===== src/rtl/utf8s_pkg.sv =====
// utf8s_pkg: shared types, byte constants and lead-byte helpers for the utf8 sanitizer
// no dependencies; used by utf8s_ifs.sv, utf8_stream_sanitizer.sv, utf8s_clean_checker.sv and the testbench
package utf8s_pkg;

   localparam int ByteW   = 8;
   localparam int RunMax  = 4;
   localparam int RunCntW = $clog2(RunMax + 1);

   typedef logic [ByteW-1:0]   utf8s_byte_type;
   typedef logic [RunCntW-1:0] utf8s_cnt_type;

   localparam logic           OpData  = 1'b0;
   localparam logic           OpFlush = 1'b1;

   localparam utf8s_byte_type ReplByte  = 8'h3F;
   localparam utf8s_byte_type AsciiTop  = 8'h80;
   localparam utf8s_byte_type LeadMin   = 8'hC2;
   localparam utf8s_byte_type LeadMax   = 8'hF4;
   localparam utf8s_byte_type Lead3Min  = 8'hE0;
   localparam utf8s_byte_type Lead4Min  = 8'hF0;
   localparam utf8s_byte_type LeadSurr  = 8'hED;
   localparam utf8s_byte_type ContMask  = 8'hC0;
   localparam utf8s_byte_type ContTag   = 8'h80;
   localparam utf8s_byte_type E0SecMin  = 8'hA0;
   localparam utf8s_byte_type EDSecLim  = 8'hA0;
   localparam utf8s_byte_type F0SecMin  = 8'h90;
   localparam utf8s_byte_type F4SecLim  = 8'h90;

   function automatic logic is_cont(input utf8s_byte_type b);
      return (b & ContMask) == ContTag;
   endfunction

   // continuation bytes still needed after the second byte
   function automatic logic [1:0] extra_need(input utf8s_byte_type lead);
      logic [1:0] need;
      if (lead < Lead3Min) begin
         need = 2'd0;
      end else if (lead < Lead4Min) begin
         need = 2'd1;
      end else begin
         need = 2'd2;
      end
      return need;
   endfunction

   function automatic logic second_ok(input utf8s_byte_type lead, input utf8s_byte_type b);
      logic ok;
      ok = is_cont(b);
      if (lead == Lead3Min) begin
         ok = ok && (b >= E0SecMin);
      end else if (lead == LeadSurr) begin
         ok = ok && (b < EDSecLim);
      end else if (lead == Lead4Min) begin
         ok = ok && (b >= F0SecMin);
      end else if (lead == LeadMax) begin
         ok = ok && (b < F4SecLim);
      end
      return ok;
   endfunction

endpackage


===== src/rtl/utf8s_ifs.sv =====
// utf8s_req_if and utf8s_rsp_if: valid/ready channels of the utf8 sanitizer
// depends on utf8s_pkg for the byte type
interface utf8s_req_if;
   import utf8s_pkg::*;
   logic           valid;
   logic           ready;
   logic           op;
   utf8s_byte_type in_byte;
   modport source (output valid, output op, output in_byte, input ready);
   modport sink   (input valid, input op, input in_byte, output ready);
endinterface

interface utf8s_rsp_if;
   import utf8s_pkg::*;
   logic           valid;
   logic           ready;
   utf8s_byte_type out_byte;
   logic           last_of_run;
   modport source (output valid, output out_byte, output last_of_run, input ready);
   modport sink   (input valid, input out_byte, input last_of_run, output ready);
endinterface


===== src/rtl/utf8_stream_sanitizer.sv =====
// utf8_stream_sanitizer: byte-wise utf8 validator that replaces bad bytes with '?'
// depends on utf8s_pkg and the channel interfaces in utf8s_ifs.sv
//
// req_ch carries one beat per raw byte (op = data) or an end-of-string marker
// (op = flush). rsp_ch gives the cleaned byte stream; last_of_run marks the
// final output beat caused by one request beat. A request beat makes 0 to 4
// output beats: ascii passes through, a multi-byte sequence is held and sent
// whole at its last byte, bad or broken sequences come out as '?'.
// A request beat lands in an input register, is decoded combinationally into a
// run buffer of up to four bytes and drains one beat per cycle while rsp_ch is
// ready; the first output beat is offered from the run buffer, behind the input
// register. One request beat is taken per cycle while every run is at most one
// byte long and rsp_ch takes every beat; a longer run holds the input register
// until its last beat is taken. Beats making no output still pass the decode.
// When rsp_ch stalls, the run buffer and the input register hold and req_ch
// ready drops once both are full. Synchronous reset empties both and drops
// any held sequence.
module utf8_stream_sanitizer (
   input  logic                clock,
   input  logic                reset,
   utf8s_req_if.sink           req_ch,
   utf8s_rsp_if.source         rsp_ch
);
   import utf8s_pkg::*;

   logic           s1_valid_ff, s1_valid_in;
   logic           s1_op_ff;
   utf8s_byte_type s1_byte_ff;

   utf8s_byte_type lead_held_ff, lead_held_in;
   logic           pending_ff, pending_in;
   utf8s_byte_type cont_ff [2];
   utf8s_byte_type cont_in [2];
   logic [1:0]     cont_cnt_ff, cont_cnt_in;

   utf8s_byte_type run_ff [RunMax];
   utf8s_byte_type run_in [RunMax];
   utf8s_cnt_type  run_cnt_ff, run_cnt_in;

   utf8s_byte_type gen_bytes [RunMax];
   utf8s_cnt_type  gen_cnt;
   utf8s_byte_type gen_lead;
   logic           gen_pending;
   utf8s_byte_type gen_cont [2];
   logic [1:0]     gen_cnt_cont;

   logic req_take;
   logic pop;
   logic s1_adv;

   assign pop      = rsp_ch.valid && rsp_ch.ready;
   assign s1_adv   = s1_valid_ff &&
                     ((run_cnt_ff == '0) || ((run_cnt_ff == utf8s_cnt_type'(1)) && pop));
   assign req_take = req_ch.valid && req_ch.ready;

   assign req_ch.ready       = !s1_valid_ff || s1_adv;
   assign rsp_ch.valid       = run_cnt_ff != '0;
   assign rsp_ch.out_byte    = run_ff[0];
   assign rsp_ch.last_of_run = run_cnt_ff == utf8s_cnt_type'(1);

   // decode of the held item against the sequence state
   always_comb begin
      utf8s_cnt_type nq;
      logic          as_lead;
      logic          ok;
      for (int i = 0; i < RunMax; i++) begin
         gen_bytes[i] = ReplByte;
      end
      gen_cnt      = '0;
      gen_lead     = lead_held_ff;
      gen_pending  = pending_ff;
      gen_cont     = cont_ff;
      gen_cnt_cont = cont_cnt_ff;
      as_lead      = 1'b0;
      ok           = 1'b0;
      nq           = pending_ff ? utf8s_cnt_type'(cont_cnt_ff) + utf8s_cnt_type'(1) : '0;

      if (s1_op_ff == OpFlush) begin
         gen_cnt      = nq;
         gen_pending  = 1'b0;
         gen_cnt_cont = 2'd0;
      end else begin
         as_lead = 1'b1;
         if (pending_ff) begin
            ok = (cont_cnt_ff == 2'd0) ? second_ok(lead_held_ff, s1_byte_ff)
                                       : is_cont(s1_byte_ff);
            if (ok) begin
               as_lead = 1'b0;
               if (cont_cnt_ff >= extra_need(lead_held_ff)) begin
                  gen_bytes[0] = lead_held_ff;
                  unique case (cont_cnt_ff)
                     2'd0: begin
                        gen_bytes[1] = s1_byte_ff;
                     end
                     2'd1: begin
                        gen_bytes[1] = cont_ff[0];
                        gen_bytes[2] = s1_byte_ff;
                     end
                     default: begin
                        gen_bytes[1] = cont_ff[0];
                        gen_bytes[2] = cont_ff[1];
                        gen_bytes[3] = s1_byte_ff;
                     end
                  endcase
                  gen_cnt      = utf8s_cnt_type'(cont_cnt_ff) + utf8s_cnt_type'(2);
                  gen_pending  = 1'b0;
                  gen_cnt_cont = 2'd0;
               end else begin
                  gen_cont[cont_cnt_ff[0]] = s1_byte_ff;
                  gen_cnt_cont             = cont_cnt_ff + 2'd1;
               end
            end else begin
               gen_cnt      = nq;
               gen_pending  = 1'b0;
               gen_cnt_cont = 2'd0;
            end
         end
         if (as_lead) begin
            priority if (s1_byte_ff < AsciiTop) begin
               gen_bytes[nq[1:0]] = s1_byte_ff;
               gen_cnt            = nq + utf8s_cnt_type'(1);
            end else if ((s1_byte_ff >= LeadMin) && (s1_byte_ff <= LeadMax)) begin
               gen_lead     = s1_byte_ff;
               gen_pending  = 1'b1;
               gen_cnt_cont = 2'd0;
            end else begin
               gen_cnt = nq + utf8s_cnt_type'(1);
            end
         end
      end
   end

   always_comb begin
      s1_valid_in  = s1_valid_ff;
      lead_held_in = lead_held_ff;
      pending_in   = pending_ff;
      cont_in      = cont_ff;
      cont_cnt_in  = cont_cnt_ff;
      run_in       = run_ff;
      run_cnt_in   = run_cnt_ff;

      if (pop) begin
         for (int i = 0; i < RunMax - 1; i++) begin
            run_in[i] = run_ff[i+1];
         end
         run_cnt_in = run_cnt_ff - utf8s_cnt_type'(1);
      end

      if (s1_adv) begin
         s1_valid_in  = 1'b0;
         run_in       = gen_bytes;
         run_cnt_in   = gen_cnt;
         lead_held_in = gen_lead;
         pending_in   = gen_pending;
         cont_in      = gen_cont;
         cont_cnt_in  = gen_cnt_cont;
      end

      if (req_take) begin
         s1_valid_in = 1'b1;
      end
   end

   always_ff @(posedge clock) begin
      if (reset) begin
         s1_valid_ff  <= 1'b0;
         lead_held_ff <= '0;
         pending_ff   <= 1'b0;
         cont_cnt_ff  <= 2'd0;
         run_cnt_ff   <= '0;
      end else begin
         s1_valid_ff  <= s1_valid_in;
         lead_held_ff <= lead_held_in;
         pending_ff   <= pending_in;
         cont_cnt_ff  <= cont_cnt_in;
         run_cnt_ff   <= run_cnt_in;
      end
   end

   always_ff @(posedge clock) begin
      if (req_take) begin
         s1_op_ff   <= req_ch.op;
         s1_byte_ff <= req_ch.in_byte;
      end
      cont_ff <= cont_in;
      run_ff  <= run_in;
   end

endmodule


===== src/flat_wrapper.sv =====
// flat-port wrapper written by rule: the top's interface ports become plain ports
module utf8_stream_sanitizer_flat import utf8s_pkg::*;
  (clock, reset, req_ch_valid, req_ch_op, req_ch_in_byte, req_ch_ready, rsp_ch_valid, rsp_ch_out_byte, rsp_ch_last_of_run, rsp_ch_ready);
  utf8s_req_if req_ch_i ();
  utf8s_rsp_if rsp_ch_i ();
  input  logic clock;
  input  logic reset;
  input wire logic [$bits(req_ch_i.valid)-1:0] req_ch_valid;
  input wire logic [$bits(req_ch_i.op)-1:0] req_ch_op;
  input wire logic [$bits(req_ch_i.in_byte)-1:0] req_ch_in_byte;
  output wire logic [$bits(req_ch_i.ready)-1:0] req_ch_ready;
  output wire logic [$bits(rsp_ch_i.valid)-1:0] rsp_ch_valid;
  output wire logic [$bits(rsp_ch_i.out_byte)-1:0] rsp_ch_out_byte;
  output wire logic [$bits(rsp_ch_i.last_of_run)-1:0] rsp_ch_last_of_run;
  input wire logic [$bits(rsp_ch_i.ready)-1:0] rsp_ch_ready;
  assign req_ch_i.valid = req_ch_valid;
  assign req_ch_i.op = req_ch_op;
  assign req_ch_i.in_byte = req_ch_in_byte;
  assign req_ch_ready = req_ch_i.ready;
  assign rsp_ch_valid = rsp_ch_i.valid;
  assign rsp_ch_out_byte = rsp_ch_i.out_byte;
  assign rsp_ch_last_of_run = rsp_ch_i.last_of_run;
  assign rsp_ch_i.ready = rsp_ch_ready;
  utf8_stream_sanitizer u_core (.clock(clock), .reset(reset), .req_ch(req_ch_i), .rsp_ch(rsp_ch_i));
endmodule

===== config.mk =====
export PLATFORM = sky130hd
export DESIGN_NAME = utf8_stream_sanitizer_flat
export DESIGN_NICKNAME = d
export VERILOG_FILES = /design/src/rtl/utf8s_pkg.sv /design/src/rtl/utf8s_ifs.sv /design/src/rtl/utf8_stream_sanitizer.sv /design/src/flat_wrapper.sv
export SDC_FILE = /design/constraint.sdc
export NUM_CORES = 1
export LEC_CHECK = 0
export ABC_AREA = 1
export BUFFER_PORTS_ARGS = -buffer_cell sky130_fd_sc_hd__clkbuf_2
export CAP_MARGIN = 20
export CORE_MARGIN = 4
export CORE_UTILIZATION = 45
export DETAILED_ROUTE_END_ITERATION = 10
export PLACE_DENSITY = 0.63
export SKIP_LAST_GASP = 1
export SYNTH_ARGS = -nofsm -noshare
export SYNTH_HDL_FRONTEND = slang
export SYNTH_SLANG_ARGS = --single-unit

===== constraint.sdc =====
create_clock -name clock -period 3.01 [get_ports clock]
set_input_delay 0.602 -clock clock [delete_from_list [all_inputs] [get_ports clock]]
set_output_delay 0.602 -clock clock [all_outputs]
set_load 0.02 [all_outputs]

* Yosys cells after proc, flatten, opt, wreduce, memory -nomap -nowiden
Index checks and enable logic that the tools add are counted.
** Operators by class
- Mux-type cells :: 59
- Equality and inequality tests :: 7
- Magnitude comparators :: 14
- Bitwise logic cells :: 5
- Reductions and logical operators :: 22
- Add/sub/neg operators :: 5
** Operators with widths (count)
- $mux 32 :: 8
- $lt 8x8->1 const B :: 5
- $bwmux 32 :: 1
- $eq 8x8->1 const B :: 4
- $mux 8 :: 4
- $mux 3 :: 10
- $ge 8x8->1 const B :: 3
- $mux 2 :: 12
- $mux 24 :: 1
- $mux 1 :: 19
- $bwmux 16 :: 1
- $demux 8 s2 :: 1
- $pmux 8 s2 :: 1
- $logic_and 1x1->1 :: 11
- $reduce_and 5->1 :: 2
- $demux 8 s1 :: 1
- $le 8x8->1 const B :: 1
- $reduce_bool 2->1 :: 2
- $add 2x1->3 const B :: 1
- $add 2x2->3 const B :: 1
- $add 3x1->3 const B :: 1
- $eq 3x1->1 const B :: 1
- $ge 3x3->1 const B :: 1
- $logic_not 3->1 :: 1
- other kinds (16) :: 19
** Word-level totals
- Bits in registers :: 72
- Word-level logic and storage cells :: 125
- Input port bits :: 13

* Longest topological paths before layout
Gate-level depths: netlist of run 1.
- Depth in word-level cells :: 22
- Mapped depth :: 16
- Depth with buffers taken out :: 16

* Worst setup path before layout of run 1
OpenSTA, ideal clock, no wires.
- Path kind :: register to register
- Start point :: register u_core.cont_cnt_ff[0]
- End point :: register u_core.cont_ff[0] (netlist name) (enable)
- Data required time :: 2.640 ns
- Slack :: 0.799 ns
- Buffers on the path :: 0
- Stages on the path, launching flop included :: 14
- Data arrival time :: 1.841 ns
- Cell sequence :: dfxtp_1 -> inv_1 -> ha_1 -> nand2_1 -> nor2_1 -> nand3_1 -> nor2_2 -> nand3_4 -> nand3_4 -> inv_2 -> nand2_1 -> nor2_1 -> inv_1 -> nor2_1
** Between the ends
- Cells in the longest elaborated chain, start to end :: 3
** RTL lines
- start: declaration :: line utf8_stream_sanitizer.sv:34 : logic [1:0] cont_cnt_ff, cont_cnt_in;
- start signal: assignment :: line utf8_stream_sanitizer.sv:175 : cont_cnt_ff <= cont_cnt_in;
- $ge 2x2->1 or $logic_not 2->1 (tied branches) :: line utf8_stream_sanitizer.sv:89, utf8_stream_sanitizer.sv:85
- $not 1->1 (no source line) or $mux 1 (tied branches)
- $reduce_and 5->1 (no source line) (*)
- end signal: assignment :: line utf8_stream_sanitizer.sv:185 : cont_ff <= cont_in;
- end: declaration :: line utf8_stream_sanitizer.sv:32 : utf8s_byte_type cont_ff [2];
Mark *: on every way between the ends. The rest lies on a longest branch, timed or not.
A chain may end at the register's enable or synchronous reset.

* Worst setup path after layout of run 1
- Start point :: register u_core.cont_cnt_ff[0]
- End point :: register u_core.cont_ff[15] (netlist name) (enable)
Same word-level chain as after synthesis.

==> impl_metrics.tcl, run 1 <==
set metrics [dict create \
    power_leakage_nw 1.40 \
    diodes 0 \
    setup_viol_count_final 0 \
    max_stage_delay_ps 490 \
    status "complete, no violations" \
    die_w_um 99.2 \
    final-seq-area_mm2 0.00201 \
    io_buffers 23 \
    htreeDepth 3 \
    clk-insertion-delay-late_ps 360 \
    grt_start_max_net_pins 32 \
    grt-ovfl-total 0 \
    r2r_start "u_core.cont_cnt_ff[0]" \
    ys_seq_area_share_pct 53.7 \
    crit_type "reg -> reg" \
    synth-simple-area-share_pct 15.4 \
    post_cts_resized 0 \
    cts-root-buf "clkbuf_8" \
    cp_top_family "simple AND/OR/NAND/NOR gates" \
    synthAdderAreaFrac_pct 4.01 \
    synth_area_leaders "edfxtp_1, dfxtp_1, o21ai_0" \
    wire_per_inst_um 15.5 \
    critical_path_required_ps 3070 \
    tightest_slew_ps 989 \
    hp-class "in -> reg" \
    grt_usage_pct 18.1 \
    core-area_mm2 0.00813 \
    grt_pass1_vias 2726 \
    drv_slew 0 \
    pwr_density_cell_mw_per_mm2 646 \
    drcViolationCount 0 \
    holdPathEnd "u_core.s1_byte_ff[0]" \
    dr.pass1.iters 5 \
    synth_compound_area_share_pct 17.4 \
    multiInputGateArea_mm2 0.00139 \
    reg2reg_setup_slack_ps 580 \
    synth_top_family_by_area "compound AO/OA/AOI/OAI gates" \
    whs_path_depth 1 \
    yosysWarnings 0 \
    critical_path.endpoint_type "flop" \
    grt_pass1_wl_um 14000 \
    cp.arrival_ps 2480 \
    post_cts_buffers 0 \
    syn_nets 424 \
    r2r.worst_path.cells 14 \
    r2r-end "u_core.cont_ff[15]" \
    synth.distinct_cells 36 \
    cp_slowest_cell "dfxtp_1" \
    fmax_ghz 0.412 \
    ys_ff_latch 72 \
    syn_inst 399 \
    drive_gt1_share_pct 14.0 \
    rsz0062_at_grt "no" \
    cts_buffers 9 \
    path_buf_inv 4 \
    fp.dieArea_mm2 0.00984 \
    synth.top_cell.area_share_pct 45.7 \
    peakVddDrop_mv 0.419 \
    cts_tree "built" \
    synth_top_area_cell "edfxtp_1" \
    drt-total-wl_um 8150 \
    place.gp.congestion 0.881 \
    layout_commonest_cell "o21ai_0" \
    synthMuxAreaShare_pct 0 \
    pin_count 24 \
    cts.sinks 72 \
    start_util_pct 46.0 \
    finalNetCount 442 \
    relSlewSlack_pct 34.0 \
    crit_fanout 16 \
    syn_area_per_cell_um2 9.38 \
    fillerInstances 756 \
    syn2layout_area_growth_pct 8.39 \
    vias 2883 \
    synth_edf_count 57 \
    holdBufCountCts 0 \
    viasPerCell 5.47 \
    antenna_found_initial 0 \
    syn_area_mm2 0.00374 \
    worstPathCellList "inv_1 > ha_1 > nand2_1 > nor2_1 > nand3_1 > nor2_2 > nand3_4 > nand3_4 > inv_2 > nand2_1 > nor2_1 > inv_1 > nor2_1 > buf_4" \
    crit_top_cell "nor2_1" \
    async_flop_share_pct 0 \
    clockBufferDepth 2 \
    power_mw 2.62 \
    fin_setup_tns_ps 0 \
    hold_viol 0 \
    drtIter0Drc 267 \
    rows 33 \
    synth_ff_type "edfxtp_1" \
    ant_nets 0 \
    min_from "req_ch_in_byte[0]" \
    stdcell_area_mm2 0.00406 \
    mostFrequentLayoutCells "o21ai_0, edfxtp_1, nand2_1, inv_1, nand3_1" \
    synth-xor-area-share_pct 0.468 \
    cap_violations 0 \
    clk_pin_slew_ps 80 \
    fin_crit_sh_pct 80.7 \
    cp.depth 14 \
    clock_skew_ps 14.6 \
    die_y_um 99.2 \
    post-dp-hpwl_um 5600 \
    worst_setup_path_start_kind "flop" \
    placed_cell_area_mm2 0.00389 \
    period_minus_slack_ps 2430 \
]
## metrics by stage
stage / utilization [%] / std cells / setup WS [ps] / hold WS (ps)
6_report: 49.9 / 527 / 581 / 422
5_1_grt: 49.9 / 527 / 335 / 412
4_1_cts: 49.9 / 527 / 601 / 408
3_5_place_dp: 47.9 / 511 / 626 / 489
3_3_place_gp: 47.9 / 511 / 700 / 484
2_1_floorplan: - / 399 / 799 / 439
## metal layers
| layer | GRT usage (%) | up-vias | wire length, um |
|---|---|---|---|
| li1 | - | 1416 | - |
| met1 | 26.9 | 1337 | 3900 |
| met2 | 25.8 | 115 | 3490 |
| met3 | 2.73 | 15 | 567 |
| met4 | 8.82 | 0 | 196 |
| met5 | 0 | - | 0 |
## worst max path at each step
stage                     startpoint            endpoint  slack, ps
2_1_floorplan  u_core.cont_cnt_ff[0]   u_core.cont_ff[0]        800
3_3_place_gp   u_core.cont_cnt_ff[0]   u_core.cont_ff[2]        700
3_5_place_dp   u_core.cont_cnt_ff[0]  u_core.cont_ff[11]        630
4_1_cts        u_core.cont_cnt_ff[0]  u_core.cont_ff[15]        600
5_1_grt        u_core.cont_cnt_ff[0]  u_core.cont_ff[15]        340
6_report       u_core.cont_cnt_ff[0]  u_core.cont_ff[15]        580
## cells by family (layout without fill, tap and decap cells)
kind of cell / Yosys count / after routing
AOI/OAI and AO/OA: 115 / 115
xor gates and xnor gates: 2 / 2
DFF: 72 / 72
buffers and inverters: 75 / 98
adders and majority gates: 12 / 12
and+or+nand+nor: 123 / 123
## cells in the mapped netlist (2+ instances only)
cell type,count
o21ai_0,59
edfxtp_1,57
nand2_1,56
inv_1,47
nand3_1,31
a21oi_1,27
nor2_1,23
dfxtp_1,15
ha_1,12
o211ai_1,11
buf_4,10
o32ai_1,6
clkbuf_1,5
inv_2,5
buf_2,3
nor3_1,3
o21ai_1,3
a31oi_1,2
buf_6,2
clkinv_1,2
nand2_2,2
nand3_4,2
nor2_2,2
nor2_4,2
## power by group
part / internal, mW / switching [mW]
combinational: 0.173 / 0.463
sequential: 1.26 / 0.0712
clock: 0.296 / 0.362
total: 1.73 / 0.896
## sequential cells by signal, summed over array words and instances (netlist names)
name / cells
u_core.s1_valid_ff: 1
u_core.run_ff: 24
u_core.run_cnt_ff: 3
u_core.s1_op_ff: 1
u_core.cont_ff: 16
u_core.s1_byte_ff: 8
u_core.cont_cnt_ff: 2
u_core.pending_ff: 1
u_core.rsp_ch.out_byte: 8
u_core.lead_held_ff: 8
## final cells by class
type	count	area share (%)
clock buffers	10	3.15
clock inverters	6	0.925
inverters	54	5.00
multi-input cells	252	34.4
flip-flops and latches	72	49.6
well taps	105	3.24
repair buffers	28	3.76
Note: power is estimated with default switching activity, not from simulation.
==> run 2, diff against run 1 <==
- ABC_AREA: 1 -> 0
- PLACE_DENSITY: 0.63 -> 0.66
- clock period: 3.01 -> 2 ns (I/O delays scaled with it)
==> impl_metrics.tcl, run 2 <==
set metrics [dict create \
    status "finished, violations left" \
    violations "setup timing" \
    fmax_ghz 0.472 \
    fp.dieArea_mm2 0.00945 \
    final_util_pct 60.2 \
    place.gp.congestion 0.898 \
    grt_usage_pct 18.3 \
    cell_internal_pwr_mw 3.23 \
    diodes 0 \
    ant_nets 0 \
    drcViolationCount 0 \
    final-seq-area_mm2 0.00202 \
    grt_pass1_vias 2754 \
    crit_type "reg -> reg" \
    worstPathCellList "nand3_2 > nor2_1 > ha_1 > nand2b_4 > a21oi_4 > or4_4 > o32a_1 > o21a_1" \
    synth.top_cell.area_share_pct 47.8 \
    cp.arrival_ps 2220 \
    rsz0062_at_grt "yes" \
    grt-ovfl-total 0 \
    worst_hold_slack_ps 225 \
    synth_area_leaders "edfxtp_1, dfxtp_1, ha_1" \
    pwr-share-seq_pct 41.1 \
    hp-class "in -> reg" \
    synth-xor-area-share_pct 0.244 \
    syn_area_mm2 0.00358 \
    core-area_mm2 0.00773 \
    multiInputGateArea_mm2 0.00157 \
    cts-root-buf "clkbuf_8" \
    async_flop_share_pct 0 \
    cp_slowest_cell "or4_4" \
    synthAdderAreaFrac_pct 4.19 \
    clk-insertion-delay-late_ps 350 \
    vias 2782 \
    syn_nets 343 \
    synth-simple-area-share_pct 13.2 \
    io_buffers 23 \
    switchingPower_mw 1.51 \
    synth.distinct_cells 56 \
    peakVddDrop_mv 0.800 \
    yosysMostFrequentCell "edfxtp_1" \
    syn_area_per_cell_um2 11.3 \
    power_frac_comb_pct 31.5 \
    drt-total-wl_um 8470 \
    drive_gt1_share_pct 38.7 \
    ys_seq_area_share_pct 56.2 \
    top_regs "u_core.run_ff: 24 flops, u_core.cont_ff: 16 flops" \
    tightest_slew_ps 479 \
    path_buf_inv 0 \
    drv_slew 0 \
    cts_tree "built" \
    finalNetCount 418 \
    post-dp-hpwl_um 6100 \
    synthMuxAreaShare_pct 2.79 \
    grt_pass1_wl_um 13800 \
    htreeDepth 3 \
    syn2layout_area_growth_pct 29.9 \
    synth_compound_area_share_pct 17.9 \
    power_frac_clock_pct 27.4 \
    hold_viol 0 \
    crit_fanout 7 \
    synth_top_area_cell "edfxtp_1" \
    clockBufferDepth 2 \
    layout_commonest_cell "buf_4" \
    dr.pass1.iters 4 \
    die_y_um 97.2 \
    cap_violations 0 \
    ys_top_cells_by_count "edfxtp_1, nor2_1, nand2_1, a21oi_1, inv_1" \
    wire_per_inst_um 16.9 \
    syn_inst 318 \
    setup_viol_count_final 29 \
    critical_path.endpoint_type "flop" \
    period_minus_slack_ps 2120 \
    fillerInstances 647 \
    clock_skew_ps 8.01 \
    pin_count 24 \
    mostFrequentLayoutCells "buf_4, edfxtp_1, nor2_1, clkbuf_2, nand2_1" \
    ys_ff_latch 72 \
    swShare_pct 31.8 \
    max_stage_delay_ps 540 \
    critical_path_required_ps 2100 \
    worst_setup_path_start_kind "flop" \
    holdBufCountCts 0 \
    largest_register "u_core.run_ff" \
    synth_ff_type "edfxtp_1" \
    rows 32 \
    cp_top_family "simple AND/OR/NAND/NOR gates" \
    die_w_um 97.2 \
    viasPerCell 5.56 \
    setup_ws_ps -117 \
    cts_buffers 9 \
    relSlewSlack_pct 67.8 \
    grt_start_max_net_pins 29 \
    largest_reg_flops 24 \
    antenna_found_initial 0 \
    drtIter0Drc 179 \
    cts.sinks 72 \
    fin_crit_sh_pct 106 \
    start_util_pct 46.4 \
    yosysWarnings 0 \
    power_leakage_nw 1.73 \
    power_mw 4.74 \
    synth_edf_count 57 \
    synth_top_family_by_area "compound AO/OA/AOI/OAI gates" \
    clk_pin_slew_ps 80 \
    pwr_density_cell_mw_per_mm2 1020 \
]
run 2: cell types whose count changed after synthesis, moves of 10 or more:
cell	previous run	this run
nor2_1	23	33
nand3_1	31	7
inv_1	47	19
nand2_1	56	23
mux2i_1	0	10
o21ai_0	59	11
run 2: path summary, 6_finish.rpt:
path / to / slack (ps) / cells past startpoint / start
worst max-delay path: u_core.run_ff[8] / -120 / 8 / u_core.lead_held_ff[6]
worst min-delay path: u_core.s1_op_ff / 220 / 1 / req_ch_op
worst max register to register: u_core.run_ff[8] / -120 / 8 / u_core.lead_held_ff[6]
worst min register to register: u_core.lead_held_ff[7] / 500 / 2 / u_core.lead_held_ff[7]
run 2: per-layer routing:
layer / global-route usage (%) / wire length [um]
met1: 23.4 / 3480
met2: 30.3 / 4180
met3: 3.66 / 586
met4: 7.77 / 218
met5: 0 / 0
run 2: worst register-to-register path: stages, from the launching register on:
cell and delay (ps):
dfxtp_2 340, nand3_2 70, nor2_1 50, ha_1 260, nand2b_4 120, a21oi_4 70
or4_4 540, o32a_1 310, o21a_1 110
run 2: repair_timing:
action,4_1_cts,5_1_grt
endpoints found under the setup margin,37,49
buffers inserted,4,2
pin swaps,5,6
resized for setup,13,21
run 2: area by class of cell:
cell class                      count  share of cell area (%)
Sequential cell                    72                    43.5
Clock inverter                      6                    1.94
Multi-Input combinational cell    205                    33.8
Clock buffer                       10                    2.96
Tap cell                          102                    2.74
Timing Repair Buffer               86                    13.4
Inverter                           19                    1.67
run 2: through the flow:
step	instance area (um2)	setup WS [ps]	std cells	setup TNS, ps
floorplan	3680	-172	318	-1360
global placement	4250	-97.8	478	-1900
detailed placement	4250	-114	478	-2530
CTS	4560	-109	498	-1120
global route	4650	-168	500	-4230
finish	4650	-117	500	-1330
run 2: kinds of logic after synthesis:
kind of cell / after synthesis
simple gates: 94
compound gates: 88
flops: 72
buf+inv: 41
fa+ha+maj: 12
mux: 10
xor+xnor: 1
run 2: power groups by stage:
stage | clock [mW] | sequential (mW) | combinational (mW)
2_1_floorplan | 0 | 1.98 | 0.899
3_3_place_gp | 0 | 1.98 | 1.40
3_5_place_dp | 0 | 1.99 | 1.42
4_1_cts | 1.32 | 1.95 | 1.43
5_1_grt | 1.41 | 1.96 | 1.62
6_report | 1.30 | 1.95 | 1.49
==> run 3, diff against run 2 <==
- MAX_ROUTING_LAYER: default -> met4
==> impl_metrics.tcl, run 3 (synthesis results as in run 2) <==
set metrics [dict create \
    status "finished, violations left" \
    violations "setup timing" \
    io_buffers 23 \
    top_regs "u_core.run_ff: 24 flops, u_core.cont_ff: 16 flops" \
    clockBufferDepth 2 \
    largest_register "u_core.run_ff" \
    fmax_ghz 0.467 \
    critical_path_required_ps 2100 \
    grt-ovfl-total 0 \
    drtIter0Drc 186 \
    antenna_found_initial 0 \
    power_leakage_nw 1.73 \
    viasPerCell 5.61 \
    pwr_density_cell_mw_per_mm2 959 \
    worst_setup_path_start_kind "flop" \
    cap_violations 0 \
    vias 2794 \
    layout_commonest_cell "edfxtp_1" \
    switchingPower_mw 1.50 \
    die_w_um 97.2 \
    layoutNonFillerInstCount 498 \
    placed_cell_area_mm2 0.00427 \
    tightest_slew_ps 483 \
    pwr-share-seq_pct 43.8 \
    setup_ws_ps -140 \
    grtUsageMet2_pct 30.3 \
    drcViolationCount 0 \
    start_util_pct 46.4 \
    drt-total-wl_um 8550 \
    cell_internal_pwr_mw 2.96 \
    clock_skew_ps 9.09 \
    clk_pin_slew_ps 70 \
    fin_setup_tns_ps -1590 \
    use_met1_pct 24.9 \
    fin_crit_sh_pct 107 \
    diodes 0 \
    dp.cells 479 \
    wire_per_inst_um 17.2 \
    cts.sinks 72 \
    post-dp-hpwl_um 6290 \
    drv_slew 0 \
    cts-root-buf "clkbuf_8" \
    worstSetupStartpoint "u_core.lead_held_ff[5]" \
    finalNetCount 416 \
    period_minus_slack_ps 2140 \
    cts_buffers 9 \
    fp.dieArea_mm2 0.00945 \
    cp.arrival_ps 2240 \
    htreeDepth 3 \
    rows 32 \
    ant_nets 0 \
    grt_usage_pct 19.4 \
    hold_viol 0 \
    rsz0062_at_grt "yes" \
    grt_use_met3_pct 4.02 \
    dr.pass1.iters 5 \
    relSlewSlack_pct 67.6 \
    place_ws_ps -119 \
    clk-insertion-delay-late_ps 350 \
    cts_tree "built" \
    grt_pass1_wl_um 14100 \
    min_from "req_ch_in_byte[1]" \
    grt.busiest_layer "met2" \
    stdcell_area_mm2 0.00465 \
    r2r_start "u_core.lead_held_ff[5]" \
    core-area_mm2 0.00773 \
    drive_gt1_share_pct 40.7 \
    largest_reg_flops 24 \
    mostFrequentLayoutCells "edfxtp_1, buf_4, nor2_1, clkbuf_2, nand2_1" \
    grt_start_max_net_pins 29 \
    peakVddDrop_mv 0.664 \
    swShare_pct 33.6 \
    critical_path.endpoint_type "flop" \
    crit_fanout 7 \
    place.gp.congestion 0.931 \
    crit_type "reg -> reg" \
    setup_viol_count_final 26 \
    grt_pass1_vias 2834 \
    die_y_um 97.2 \
    hp-class "in -> reg" \
    power_frac_clock_pct 23.0 \
    power_frac_comb_pct 33.2 \
    syn2layout_area_growth_pct 29.8 \
    pin_count 24 \
]
run 3: cell count changes in the layout (fill, tap and decap cells not counted), moves of 3 or more:
cell and delta:
a21oi_1 -4, o22ai_1 -5, o22ai_2 +5, o21ai_0 +3, a21oi_2 +4
run 3: path summary, 6_finish.rpt:
kind	slack, ps	endpoint	depth (start not counted)
worst max-delay path	-140	u_core.run_ff[8]	6
worst min-delay path	220	u_core.s1_byte_ff[1]	1
worst max register to register	-140	u_core.run_ff[8]	6
worst min register to register	500	u_core.lead_held_ff[7]	2
run 3: power by group through the flow:
| stage | clock network (mW) | registers [mW] | logic, mW |
|---|---|---|---|
| floorplan | 0 | 1.98 | 0.899 |
| global placement | 0 | 1.98 | 1.41 |
| detailed placement | 0 | 1.98 | 1.43 |
| CTS | 1.05 | 1.95 | 1.44 |
| global route | 1.12 | 1.97 | 1.61 |
| finish | 1.03 | 1.95 | 1.48 |
run 3: metal layers:
layer  vias to the layer above  wire, um
li1                       1340         -
met1                      1343      3800
met2                        92      4060
met3                        19       473
met4                         0       215
met5                         -         0
run 3: critical path: stages, from the launching register on:
cell and delay (ps):
dfxtp_2 360, nand4_1 140, ha_1 350, a21oi_4 70, or4_4 550, o32a_1 320, o21a_1 110
run 3: through the flow:
step,util [%],total power [mW],hold slack (ps)
floorplan,-,2.88,439
global placement,55.3,3.39,494
detailed placement,55.3,3.41,513
CTS,58.4,4.45,207
global route,60.2,4.70,204
finish,60.2,4.46,223
run 3: what timing repair did:
item	4_1_cts	5_1_grt
hold buffers	0	0
setup endpoints to repair	35	50
pin swaps	8	6
resized for setup	12	27
setup buffers	2	1
run 3: final cells by class:
| cell class | instances | area, um2 |
|---|---|---|
| fillers | 615 | 3080 |
| inverters | 19 | 75.1 |
| repair buffers | 84 | 618 |
| well taps | 102 | 128 |
| clock buffers | 11 | 141 |
| multi-input cells | 205 | 1630 |
| clock inverters | 5 | 33.8 |
| flip-flops and latches | 72 | 2020 |
